$ cat src/rtl/serial_frame_parser_dual_checksum_macros.svh
// Assertion macros for the serial frame parser.
// Used by serial_frame_parser_dual_checksum.sv; no other dependencies.
`ifndef SERIAL_FRAME_PARSER_DUAL_CHECKSUM_MACROS_SVH
`define SERIAL_FRAME_PARSER_DUAL_CHECKSUM_MACROS_SVH

// Same-cycle implication, disabled in reset.
`define SFPDC_ASSERT_IMPL(lbl, clk, rst, ante, cons, msg) \
  lbl: assert property (@(posedge clk) disable iff (rst) (ante) |-> (cons)) \
    else $error(msg);

// Next-cycle implication, disabled in reset.
`define SFPDC_ASSERT_NEXT(lbl, clk, rst, ante, cons, msg) \
  lbl: assert property (@(posedge clk) disable iff (rst) (ante) |=> (cons)) \
    else $error(msg);

`endif

$ cat src/rtl/sfpdc_pkg.sv
// Shared types and constants for the serial frame parser.
// No dependencies.
`timescale 1ns / 1ps

package sfpdc_pkg;

  typedef enum logic [2:0] {
    PH_HEAD1 = 3'd0,
    PH_HEAD2 = 3'd1,
    PH_CODE  = 3'd2,
    PH_LEN   = 3'd3,
    PH_DATA  = 3'd4,
    PH_XOR   = 3'd5,
    PH_SUM   = 3'd6
  } phase_t;

  typedef enum logic [1:0] {
    KIND_POINT      = 2'd0,
    KIND_DRAW_READY = 2'd1,
    KIND_DRAW_POINT = 2'd2
  } kind_t;

  localparam int CFG_IDX_W = 3;
  localparam logic [CFG_IDX_W-1:0] REG_HEADER_FIRST    = 3'd0;
  localparam logic [CFG_IDX_W-1:0] REG_HEADER_SECOND   = 3'd1;
  localparam logic [CFG_IDX_W-1:0] REG_CODE_POINT      = 3'd2;
  localparam logic [CFG_IDX_W-1:0] REG_CODE_DRAW_READY = 3'd3;
  localparam logic [CFG_IDX_W-1:0] REG_CODE_DRAW_POINT = 3'd4;

  localparam logic [7:0] RST_HEADER_FIRST    = 8'hAA;
  localparam logic [7:0] RST_HEADER_SECOND   = 8'hFF;
  localparam logic [7:0] RST_CODE_POINT      = 8'hF2;
  localparam logic [7:0] RST_CODE_DRAW_READY = 8'hE1;
  localparam logic [7:0] RST_CODE_DRAW_POINT = 8'hE2;

  // Only payload bytes 0..3 ever reach the outputs.
  localparam int STORE_BYTES = 4;

endpackage

$ cat src/rtl/serial_frame_parser_dual_checksum.sv
// Serial frame parser with XOR and additive check bytes.
// Depends on sfpdc_pkg and serial_frame_parser_dual_checksum_macros.svh.
//
//   channel  | handshake           | payload
//   ---------+---------------------+------------------------------------------
//   input    | in_valid / in_ready | rx_byte, line_abort
//   result   | out_valid/out_ready | frame_kind, check_ok, x_coord, y_coord,
//            |                     | good_point_total, check_fail_total
//   config   | cfg_write           | cfg_index, cfg_data
//
// One item per cycle; a result shows in the output register in the cycle
// after the check-sum byte is accepted. in_ready drops only while a result
// sits unread and out_ready is low. Synchronous reset clears the parser, the
// payload bytes, both counts and the registers to their defaults.
`timescale 1ns / 1ps
`include "serial_frame_parser_dual_checksum_macros.svh"

module serial_frame_parser_dual_checksum #(
  parameter int PAYLOAD_MAX = 8
) (
  input  logic                            clk,
  input  logic                            rst,
  input  logic                            in_valid,
  output logic                            in_ready,
  input  logic [7:0]                      rx_byte,
  input  logic                            line_abort,
  output logic                            out_valid,
  input  logic                            out_ready,
  output logic [1:0]                      frame_kind,
  output logic                            check_ok,
  output logic [15:0]                     x_coord,
  output logic [15:0]                     y_coord,
  output logic [31:0]                     good_point_total,
  output logic [31:0]                     check_fail_total,
  input  logic                            cfg_write,
  input  logic [sfpdc_pkg::CFG_IDX_W-1:0] cfg_index,
  input  logic [7:0]                      cfg_data
);

  localparam int LW = $clog2(PAYLOAD_MAX + 1);
  localparam logic [7:0]    LEN_LIMIT = 8'(PAYLOAD_MAX);
  localparam logic [LW-1:0] STORE_LIM = LW'(sfpdc_pkg::STORE_BYTES);

  logic [7:0] header_first, header_second;
  logic [7:0] code_point, code_draw_ready, code_draw_point;

  sfpdc_pkg::phase_t phase, phase_next;
  logic [7:0]    frame_code, frame_code_next;
  logic [LW-1:0] frame_length, frame_length_next;
  logic [LW-1:0] payload_position, payload_position_next;
  logic [7:0]    payload_store [sfpdc_pkg::STORE_BYTES];
  logic [7:0]    running_xor, running_xor_next;
  logic [7:0]    running_sum, running_sum_next;
  logic [7:0]    received_xor, received_xor_next;
  logic [31:0]   good_point_count, good_point_count_next;
  logic [31:0]   fail_count, fail_count_next;

  logic          in_fire;
  logic          step;
  logic          code_known;
  logic          len_ok;
  logic [LW-1:0] pos_inc;
  logic          store_we;
  logic          result_we;
  logic          ok;
  sfpdc_pkg::kind_t kind;

  assign in_ready = !out_valid || out_ready;
  assign in_fire  = in_valid && in_ready;
  assign step     = in_fire && !line_abort;

  assign code_known = (frame_code == code_point) || (frame_code == code_draw_point) ||
                      (frame_code == code_draw_ready);
  assign len_ok  = (rx_byte <= LEN_LIMIT) && code_known;
  assign pos_inc = payload_position + LW'(1);
  assign ok      = (received_xor == running_xor) && (rx_byte == running_sum);

  always_comb begin
    if (frame_code == code_point) begin
      kind = sfpdc_pkg::KIND_POINT;
    end else if (frame_code == code_draw_ready) begin
      kind = sfpdc_pkg::KIND_DRAW_READY;
    end else begin
      kind = sfpdc_pkg::KIND_DRAW_POINT;
    end
  end

  // next phase
  always_comb begin
    phase_next = phase;
    if (in_fire && line_abort) begin
      phase_next = sfpdc_pkg::PH_HEAD1;
    end else if (step) begin
      case (phase)
        sfpdc_pkg::PH_HEAD1: begin
          if (rx_byte == header_first) phase_next = sfpdc_pkg::PH_HEAD2;
        end
        sfpdc_pkg::PH_HEAD2: begin
          if (rx_byte == header_second) begin
            phase_next = sfpdc_pkg::PH_CODE;
          end else if (rx_byte != header_first) begin
            phase_next = sfpdc_pkg::PH_HEAD1;
          end
        end
        sfpdc_pkg::PH_CODE: phase_next = sfpdc_pkg::PH_LEN;
        sfpdc_pkg::PH_LEN: begin
          if (!len_ok) begin
            phase_next = sfpdc_pkg::PH_HEAD1;
          end else if (rx_byte == 8'd0) begin
            phase_next = sfpdc_pkg::PH_XOR;
          end else begin
            phase_next = sfpdc_pkg::PH_DATA;
          end
        end
        sfpdc_pkg::PH_DATA: begin
          if (pos_inc >= frame_length) phase_next = sfpdc_pkg::PH_XOR;
        end
        sfpdc_pkg::PH_XOR: phase_next = sfpdc_pkg::PH_SUM;
        sfpdc_pkg::PH_SUM: phase_next = sfpdc_pkg::PH_HEAD1;
        default:           phase_next = sfpdc_pkg::PH_HEAD1;
      endcase
    end
  end

  // parser fields, counts and result strobe
  always_comb begin
    frame_code_next       = frame_code;
    frame_length_next     = frame_length;
    payload_position_next = payload_position;
    running_xor_next      = running_xor;
    running_sum_next      = running_sum;
    received_xor_next     = received_xor;
    good_point_count_next = good_point_count;
    fail_count_next       = fail_count;
    store_we              = 1'b0;
    result_we             = 1'b0;
    if (in_fire && line_abort) begin
      frame_code_next       = '0;
      frame_length_next     = '0;
      payload_position_next = '0;
      running_xor_next      = '0;
      running_sum_next      = '0;
      received_xor_next     = '0;
    end else if (step) begin
      case (phase)
        sfpdc_pkg::PH_HEAD1: ;
        sfpdc_pkg::PH_HEAD2: begin
          if (rx_byte == header_second) begin
            running_xor_next = header_first ^ header_second;
            running_sum_next = header_first + header_second;
          end
        end
        sfpdc_pkg::PH_CODE: begin
          frame_code_next  = rx_byte;
          running_xor_next = running_xor ^ rx_byte;
          running_sum_next = running_sum + rx_byte;
        end
        sfpdc_pkg::PH_LEN: begin
          if (len_ok) begin
            frame_length_next     = rx_byte[LW-1:0];
            payload_position_next = '0;
            running_xor_next      = running_xor ^ rx_byte;
            running_sum_next      = running_sum + rx_byte;
          end else begin
            frame_code_next       = '0;
            frame_length_next     = '0;
            payload_position_next = '0;
            running_xor_next      = '0;
            running_sum_next      = '0;
            received_xor_next     = '0;
          end
        end
        sfpdc_pkg::PH_DATA: begin
          store_we              = payload_position < STORE_LIM;
          running_xor_next      = running_xor ^ rx_byte;
          running_sum_next      = running_sum + rx_byte;
          payload_position_next = pos_inc;
        end
        sfpdc_pkg::PH_XOR: received_xor_next = rx_byte;
        sfpdc_pkg::PH_SUM: begin
          result_we = 1'b1;
          if (ok) begin
            if (kind == sfpdc_pkg::KIND_POINT) begin
              good_point_count_next = good_point_count + 32'd1;
            end
          end else begin
            fail_count_next = fail_count + 32'd1;
          end
          frame_code_next       = '0;
          frame_length_next     = '0;
          payload_position_next = '0;
          running_xor_next      = '0;
          running_sum_next      = '0;
          received_xor_next     = '0;
        end
        default: begin
          frame_code_next       = '0;
          frame_length_next     = '0;
          payload_position_next = '0;
          running_xor_next      = '0;
          running_sum_next      = '0;
          received_xor_next     = '0;
        end
      endcase
    end
  end

  always_ff @(posedge clk) begin
    if (rst) begin
      header_first    <= sfpdc_pkg::RST_HEADER_FIRST;
      header_second   <= sfpdc_pkg::RST_HEADER_SECOND;
      code_point      <= sfpdc_pkg::RST_CODE_POINT;
      code_draw_ready <= sfpdc_pkg::RST_CODE_DRAW_READY;
      code_draw_point <= sfpdc_pkg::RST_CODE_DRAW_POINT;
    end else if (cfg_write) begin
      case (cfg_index)
        sfpdc_pkg::REG_HEADER_FIRST:    header_first    <= cfg_data;
        sfpdc_pkg::REG_HEADER_SECOND:   header_second   <= cfg_data;
        sfpdc_pkg::REG_CODE_POINT:      code_point      <= cfg_data;
        sfpdc_pkg::REG_CODE_DRAW_READY: code_draw_ready <= cfg_data;
        sfpdc_pkg::REG_CODE_DRAW_POINT: code_draw_point <= cfg_data;
        default: ;
      endcase
    end
  end

  always_ff @(posedge clk) begin
    if (rst) begin
      phase            <= sfpdc_pkg::PH_HEAD1;
      frame_code       <= '0;
      frame_length     <= '0;
      payload_position <= '0;
      running_xor      <= '0;
      running_sum      <= '0;
      received_xor     <= '0;
      good_point_count <= '0;
      fail_count       <= '0;
    end else begin
      phase            <= phase_next;
      frame_code       <= frame_code_next;
      frame_length     <= frame_length_next;
      payload_position <= payload_position_next;
      running_xor      <= running_xor_next;
      running_sum      <= running_sum_next;
      received_xor     <= received_xor_next;
      good_point_count <= good_point_count_next;
      fail_count       <= fail_count_next;
    end
  end

  always_ff @(posedge clk) begin
    if (rst) begin
      for (int i = 0; i < sfpdc_pkg::STORE_BYTES; i++) payload_store[i] <= '0;
    end else if (store_we) begin
      payload_store[payload_position[1:0]] <= rx_byte;
    end
  end

  always_ff @(posedge clk) begin
    if (rst) begin
      out_valid <= 1'b0;
    end else if (result_we) begin
      out_valid <= 1'b1;
    end else if (out_ready) begin
      out_valid <= 1'b0;
    end
  end

  // result payload; the store is read after this frame's last data byte
  always_ff @(posedge clk) begin
    if (result_we) begin
      frame_kind       <= kind;
      check_ok         <= ok;
      x_coord          <= {payload_store[1], payload_store[0]};
      y_coord          <= {payload_store[3], payload_store[2]};
      good_point_total <= good_point_count_next;
      check_fail_total <= fail_count_next;
    end
  end

  `SFPDC_ASSERT_IMPL(a_data_len, clk, rst, phase == sfpdc_pkg::PH_DATA, frame_length != '0, "data phase with zero length")
  `SFPDC_ASSERT_NEXT(a_sum_result, clk, rst, step && phase == sfpdc_pkg::PH_SUM, out_valid && phase == sfpdc_pkg::PH_HEAD1, "check-sum byte gave no result")
  `SFPDC_ASSERT_NEXT(a_abort_clear, clk, rst, in_fire && line_abort, phase == sfpdc_pkg::PH_HEAD1 && running_xor == '0 && running_sum == '0, "abort left parser armed")
  `SFPDC_ASSERT_NEXT(a_fail_count, clk, rst, step && phase == sfpdc_pkg::PH_SUM, check_fail_total == $past(fail_count) + 32'(!check_ok), "fail count out of step")

endmodule

$ cat config.mk
export PLATFORM = sky130hd
export DESIGN_NAME = serial_frame_parser_dual_checksum
export DESIGN_NICKNAME = d
export VERILOG_FILES = /design/src/rtl/sfpdc_pkg.sv /design/src/rtl/serial_frame_parser_dual_checksum.sv
export VERILOG_INCLUDE_DIRS = /design/src /design/src/rtl
export SDC_FILE = /design/constraint.sdc
export NUM_CORES = 1
export LEC_CHECK = 0
export ABC_AREA = 0
export BUFFER_PORTS_ARGS = -buffer_cell sky130_fd_sc_hd__clkbuf_2
export CAP_MARGIN = 25
export CORE_MARGIN = 8
export CORE_UTILIZATION = 55
export DETAILED_ROUTE_END_ITERATION = 10
export PLACE_DENSITY = 0.74
export SYNTH_ARGS = -nofsm -noshare
export SYNTH_HDL_FRONTEND = slang
export SYNTH_SLANG_ARGS = --single-unit
$ cat constraint.sdc
create_clock -name clk -period 6.6 [get_ports clk]
set_input_delay 0.99 -clock clk [delete_from_list [all_inputs] [get_ports clk]]
set_output_delay 0.99 -clock clk [all_outputs]
set_load 0.02 [all_outputs]
After elaboration in Yosys (flattened, before gate mapping)
Memories as Yosys holds them, arrays and structs flattened. A register that Yosys moved wholly into a read port is not among the register bits. Index checks and enable logic that the tools add are counted.

Muxes and demuxes: 46. Div/mod/pow operators: 0. Bitwise gates (word level): 7. $add $sub $neg: 5. Reduce and logical (&&, ||, !) cells: 34. Equality and inequality tests: 23. Order comparisons: 3. $mul: 0. Shift-type cells: 0.

Operators with widths (number): $mux W32 (9); $add A32 B1 Y32 const B (2); $pmux W8 S4 (2); $eq A8 B8 Y1 (7); $mux W8 (6); $pmux W8 S3 (2); $pmux W3 S6 (1); $add A8 B8 Y8 (2); $pmux W4 S2 (2); $xor A8 B8 Y8 (2); $mux W1 (15); $mux W3 (5); $reduce_and A2 Y1 (7); $eq A3 B2 Y1 const B (4); $eq A3 B3 Y1 const B (4); $reduce_or A4 Y1 (3); $reduce_and A3 Y1 (3); $le A8 B4 Y1 const B (1); $logic_not A8 Y1 (1); $ne A2 B2 Y1 const B (4); $ne A8 B8 Y1 (1); $reduce_or A8 Y1 (1); $eq A3 B1 Y1 const B (2); $logic_not A3 Y1 (2); 15 further kinds (30).

Memory bits (writable): 32. Input port bits: 25. Output and inout bits: 101. Latch bits: 0. Word-level logic and storage cells: 138. ROM bits: 0. Register bits: 215. Memories kept: 1.

Memories: payload_store (words 4, bits a word 8, read ports 4, clocked after Yosys merged registers in 4, write ports 4, line serial_frame_parser_dual_checksum.sv:51) `logic [7:0] payload_store [sfpdc_pkg::STORE_BYTES];`.

Longest topological paths before layout
Depth in word-level cells: 11. Mapped depth: 11. Gate-level depth less buffers: 8.

Worst setup path after synthesis
OpenSTA, ideal clock, no wires.

Path type: input-to-reg. From: input port out_ready. To: register good_point_count[28]. Path slack: 2.590 ns. Arrival: 3.886 ns. Stages: 8. Setup time: 0.123 ns. Cells stage by stage: nor2b_1 -> inv_1 -> nand4b_1 -> inv_2 -> nand4_1 -> nor3_1 -> nand4_1 -> mux2_1.

Word-level cells in the longest chain between the ends: 5. Elaborated cells on any way between the ends: 6. Classes of those cells: mux: 2; reduce/logical: 4.

Ends and longest elaborated chain: start, declared (line serial_frame_parser_dual_checksum.sv:28) `input logic out_ready,`; $logic_or A1 B1 Y1 (*) (line serial_frame_parser_dual_checksum.sv:68) `assign in_ready = !out_valid || out_ready;`; net in_ready (line serial_frame_parser_dual_checksum.sv:24) `output logic in_ready,`; $logic_and A1 B1 Y1 (*) (line serial_frame_parser_dual_checksum.sv:69) `assign in_fire = in_valid && in_ready;`; $logic_and A1 B1 Y1 (line serial_frame_parser_dual_checksum.sv:70) `assign step = in_fire && !line_abort;`; $mux W32 (line serial_frame_parser_dual_checksum.sv:144) `end else if (step) begin`; $mux W32 (*) (line serial_frame_parser_dual_checksum.sv:137) `if (in_fire && line_abort) begin`; end signal, assigned (line serial_frame_parser_dual_checksum.sv:246) `good_point_count <= good_point_count_next;`; end, declared (line serial_frame_parser_dual_checksum.sv:55) `logic [31:0] good_point_count, good_point_count_next;`.

Mark *: on every way through the listed nets, which the timed path passes. The rest lies on a longest branch. A chain may end at the register's enable or synchronous reset.

Final worst setup path
From: input port rx_byte[3]. To: register good_point_count[31].

Word-level cells in the longest chain between the ends: 6.

Ends and longest elaborated chain: start, declared (line serial_frame_parser_dual_checksum.sv:25) `input logic [7:0] rx_byte,`; $eq A8 B8 Y1 (line serial_frame_parser_dual_checksum.sv:76) `assign ok = (received_xor == running_xor) && (rx_byte == running_sum);`; $logic_and A1 B1 Y1 (line serial_frame_parser_dual_checksum.sv:76); $mux W32 (line serial_frame_parser_dual_checksum.sv:182) `if (ok) begin`; $mux W32 (line serial_frame_parser_dual_checksum.sv:145) `case (phase)`; $mux W32 (line serial_frame_parser_dual_checksum.sv:144); $mux W32 (line serial_frame_parser_dual_checksum.sv:137).

Every way passes these cells.

==> out/metrics.cfg <==
[yosys]
synth_nets = 1225
synthFlopType = dfxtp_1
yosysWarnings = 0
yosysMostFrequentCell = nand2_1
synthesis.area_sq_um = 12400
syn_avg_cell_area_sq_um = 10.5
synth_seq_cells = 279
synth_top_area_frac = 0.317
synth_common_cells = 152 x nand2_1, 148 x dfxtp_1, 131 x edfxtp_1
yosysUniqueCellTypes = 60
yosys-top-cells-area = edfxtp_1 32%, dfxtp_1 24%, nand2_1 4.6%
synthCells = 1177
synth_edf_count = 131
synth-seq-area-share = 0.557
synthArstFlopShare = 0
yosysTopAreaCell = edfxtp_1

[sta]
hold_violations = 0
rsz0062_at_grt = false
setup_tns_ns = 0
skew_ns = 0.0148
period_share = 0.672
finalSetupViolations = 0
worst_pin_slew_ns = 0.949
finalMaxSlewViolations = 0
slew_headroom = 0.365
clock.fmax_ghz = 0.225
fin_crit_ns = 4.44

[drt]
wl_per_cell_um = 17.1
drt-total-wl_um = 27200
ant_nets = 0
drtIter0Drc = 664
drc = 0
vias = 8926
dr.pass1.iters = 5
viasPerCell = 5.61

[critical_path]
crit_arrival_ns = 4.89
end_kind = flip-flop
critPathMaxFanout = 20
worstReg2RegStart = running_sum[3]
worstPathRequired_ns = 7.05
cp-startpoint = rx_byte[3]
path_class = input port to flip-flop
startpoint_type = input port

[floorplan]
die-area_sq_um = 27600
io_pins = 126
start_util = 0.554
coreArea_sq_um = 22400
rows = 55
die_x_um = 166
die_h_um = 166

[cells_and_area]
finalNonFillerCells = 1591
nNetsFinal = 1331
syn2layout_area_growth_pct = 13.7
drive_above_1_share = 0.155
postLayoutCoreUtil = 0.630

[grt]
grt_max_degree = 79
grt_overflow = 0
antenna_found_initial = 1
grt_pass1_wl_um = 45100
grt_usage = 0.194
grt_pass1_vias = 8766

[place]
place_hpwl_um = 18800
port_buffers = 125
dp_cells = 1537
gp_congestion = 0.879

[cts]
post_cts_buffers = 0
root_buffer = clkbuf_16
holdBufCountCts = 0
clkTransAtPathRegs_ns = 0.06
clkLatencyLatePin_ns = 0.53
numClockSinks = 279
ctsHtreeMaxLevel = 1
cts_buffer_depth = 3
cts-resized-gates = 0
cts_tree = yes
cts_buffers = 28

[flow_run]
drv_cap = 0

[worst_hold_path]
hold_start = payload_store[3][3]
hold_path.class = flip-flop to flip-flop

[run_status]
status = finished, final reports clean

[power_and_ir_drop]
vdd_ir_drop_max_uv = 201
power_density_nw_per_um2 = 245
leakagePower_uw = 0.00557

sequential cells by signal (all words and copies together) (netlist names), 8 cells and up:
name,flops
header_first,8
frame_code,8
running_xor,8
good_point_count,32
fail_count,32
code_point,8
header_second,8
code_draw_point,8
good_point_total,32
received_xor,8
running_sum,8
x_coord,16
payload_store,32
check_fail_total,32
y_coord,16
code_draw_ready,8
report_power, final:
group | leakage, uW | switching (uW) | total [uW] | internal (uW)
logic | 0.00258 | 73.4 | 111 | 37.5
registers | 0.00257 | 9.11 | 1820 | 1810
clock network | 0.000416 | 659 | 1520 | 858
worst paths after layout:
path / cells past startpoint / to / slack [ns]
worst max-delay path: 9 / good_point_count[31] / 2.16
worst min-delay path: 0 / y_coord[11] / 0.42
worst max register to register: 8 / good_point_count[31] / 2.61
worst min register to register: 0 / y_coord[11] / 0.42
worst max-delay path, stage by stage:
cell and delay [ns]:
clkbuf_2 0.23, ha_1 0.44, or4_1 0.49, or4_1 0.63
or3_1 0.68, inv_2 0.43, nand4_2 0.36, or3_1 0.48
a21oi_1 0.14
per-stage QoR:
| step | setup WS, ns | hold WS (ns) | instance area (sq um) | total power (uW) |
|---|---|---|---|---|
| 3_5_place_dp | 1.58 | 0.405 | 13200 | 1970 |
| 2_1_floorplan | 2.59 | 0.400 | 12400 | 1930 |
| 3_3_place_gp | 1.72 | 0.401 | 13200 | 1970 |
| 5_1_grt | 1.94 | 0.421 | 14100 | 3560 |
| 4_1_cts | 2.15 | 0.418 | 14100 | 3470 |
| 6_report | 2.16 | 0.417 | 14100 | 3450 |
per-layer routing:
metal,track usage,share of wire,up-vias
li1,-,-,4377
met1,0.259,0.46,4267
met2,0.318,0.47,238
met3,0.0335,0.052,44
met4,0.0573,0.025,0
met5,0,0,-
cell usage in the layout (no fill, tap or decap), types with 9 or more instances in the layout:
| cell | Yosys | routed |
|---|---|---|
| a21oi_1 | 49 | 48 |
| a32oi_1 | 9 | 9 |
| and2_1 | 38 | 38 |
| and3_1 | 9 | 9 |
| buf_4 | 0 | 9 |
| clkbuf_16 | 0 | 29 |
| clkbuf_2 | 0 | 124 |
| dfxtp_1 | 148 | 148 |
| edfxtp_1 | 131 | 131 |
| ha_1 | 21 | 21 |
| inv_1 | 33 | 33 |
| nand2_1 | 152 | 152 |
| nand3_1 | 50 | 50 |
| nand3b_1 | 18 | 18 |
| nand4_1 | 22 | 22 |
| nor2_1 | 35 | 35 |
| nor2b_1 | 70 | 70 |
| nor3_1 | 29 | 29 |
| nor4_1 | 16 | 16 |
| o211ai_1 | 15 | 15 |
| o21ai_0 | 37 | 37 |
| or2_2 | 9 | 9 |
| or3_1 | 17 | 17 |
| xnor2_1 | 49 | 49 |
| xor2_1 | 64 | 64 |
kinds of logic (layout without fill, tap and decap cells):
kind of cell               after synthesis  count (layout)  synth area share
and+or+nand+nor                        502             502             0.217
DFF                                    279             279             0.557
AOI/OAI and AO/OA                      152             152            0.0787
xor gates and xnor gates               113             113            0.0799
buffers and inverters                   93             221            0.0308
adders and majority gates               23              23            0.0244
muxes                                   15              15            0.0128
other                                    0               1                 0
cell type report:
class,count,area [sq um]
Fill cell,1801,8270
Antenna cell,1,2.50
Inverter,35,134
Sequential cell,279,6900
Clock inverter,16,121
Timing Repair Buffer,134,703
Clock buffer,36,762
Multi-Input combinational cell,805,5120
Tap cell,285,357
(Power assumes the default switching activity.)
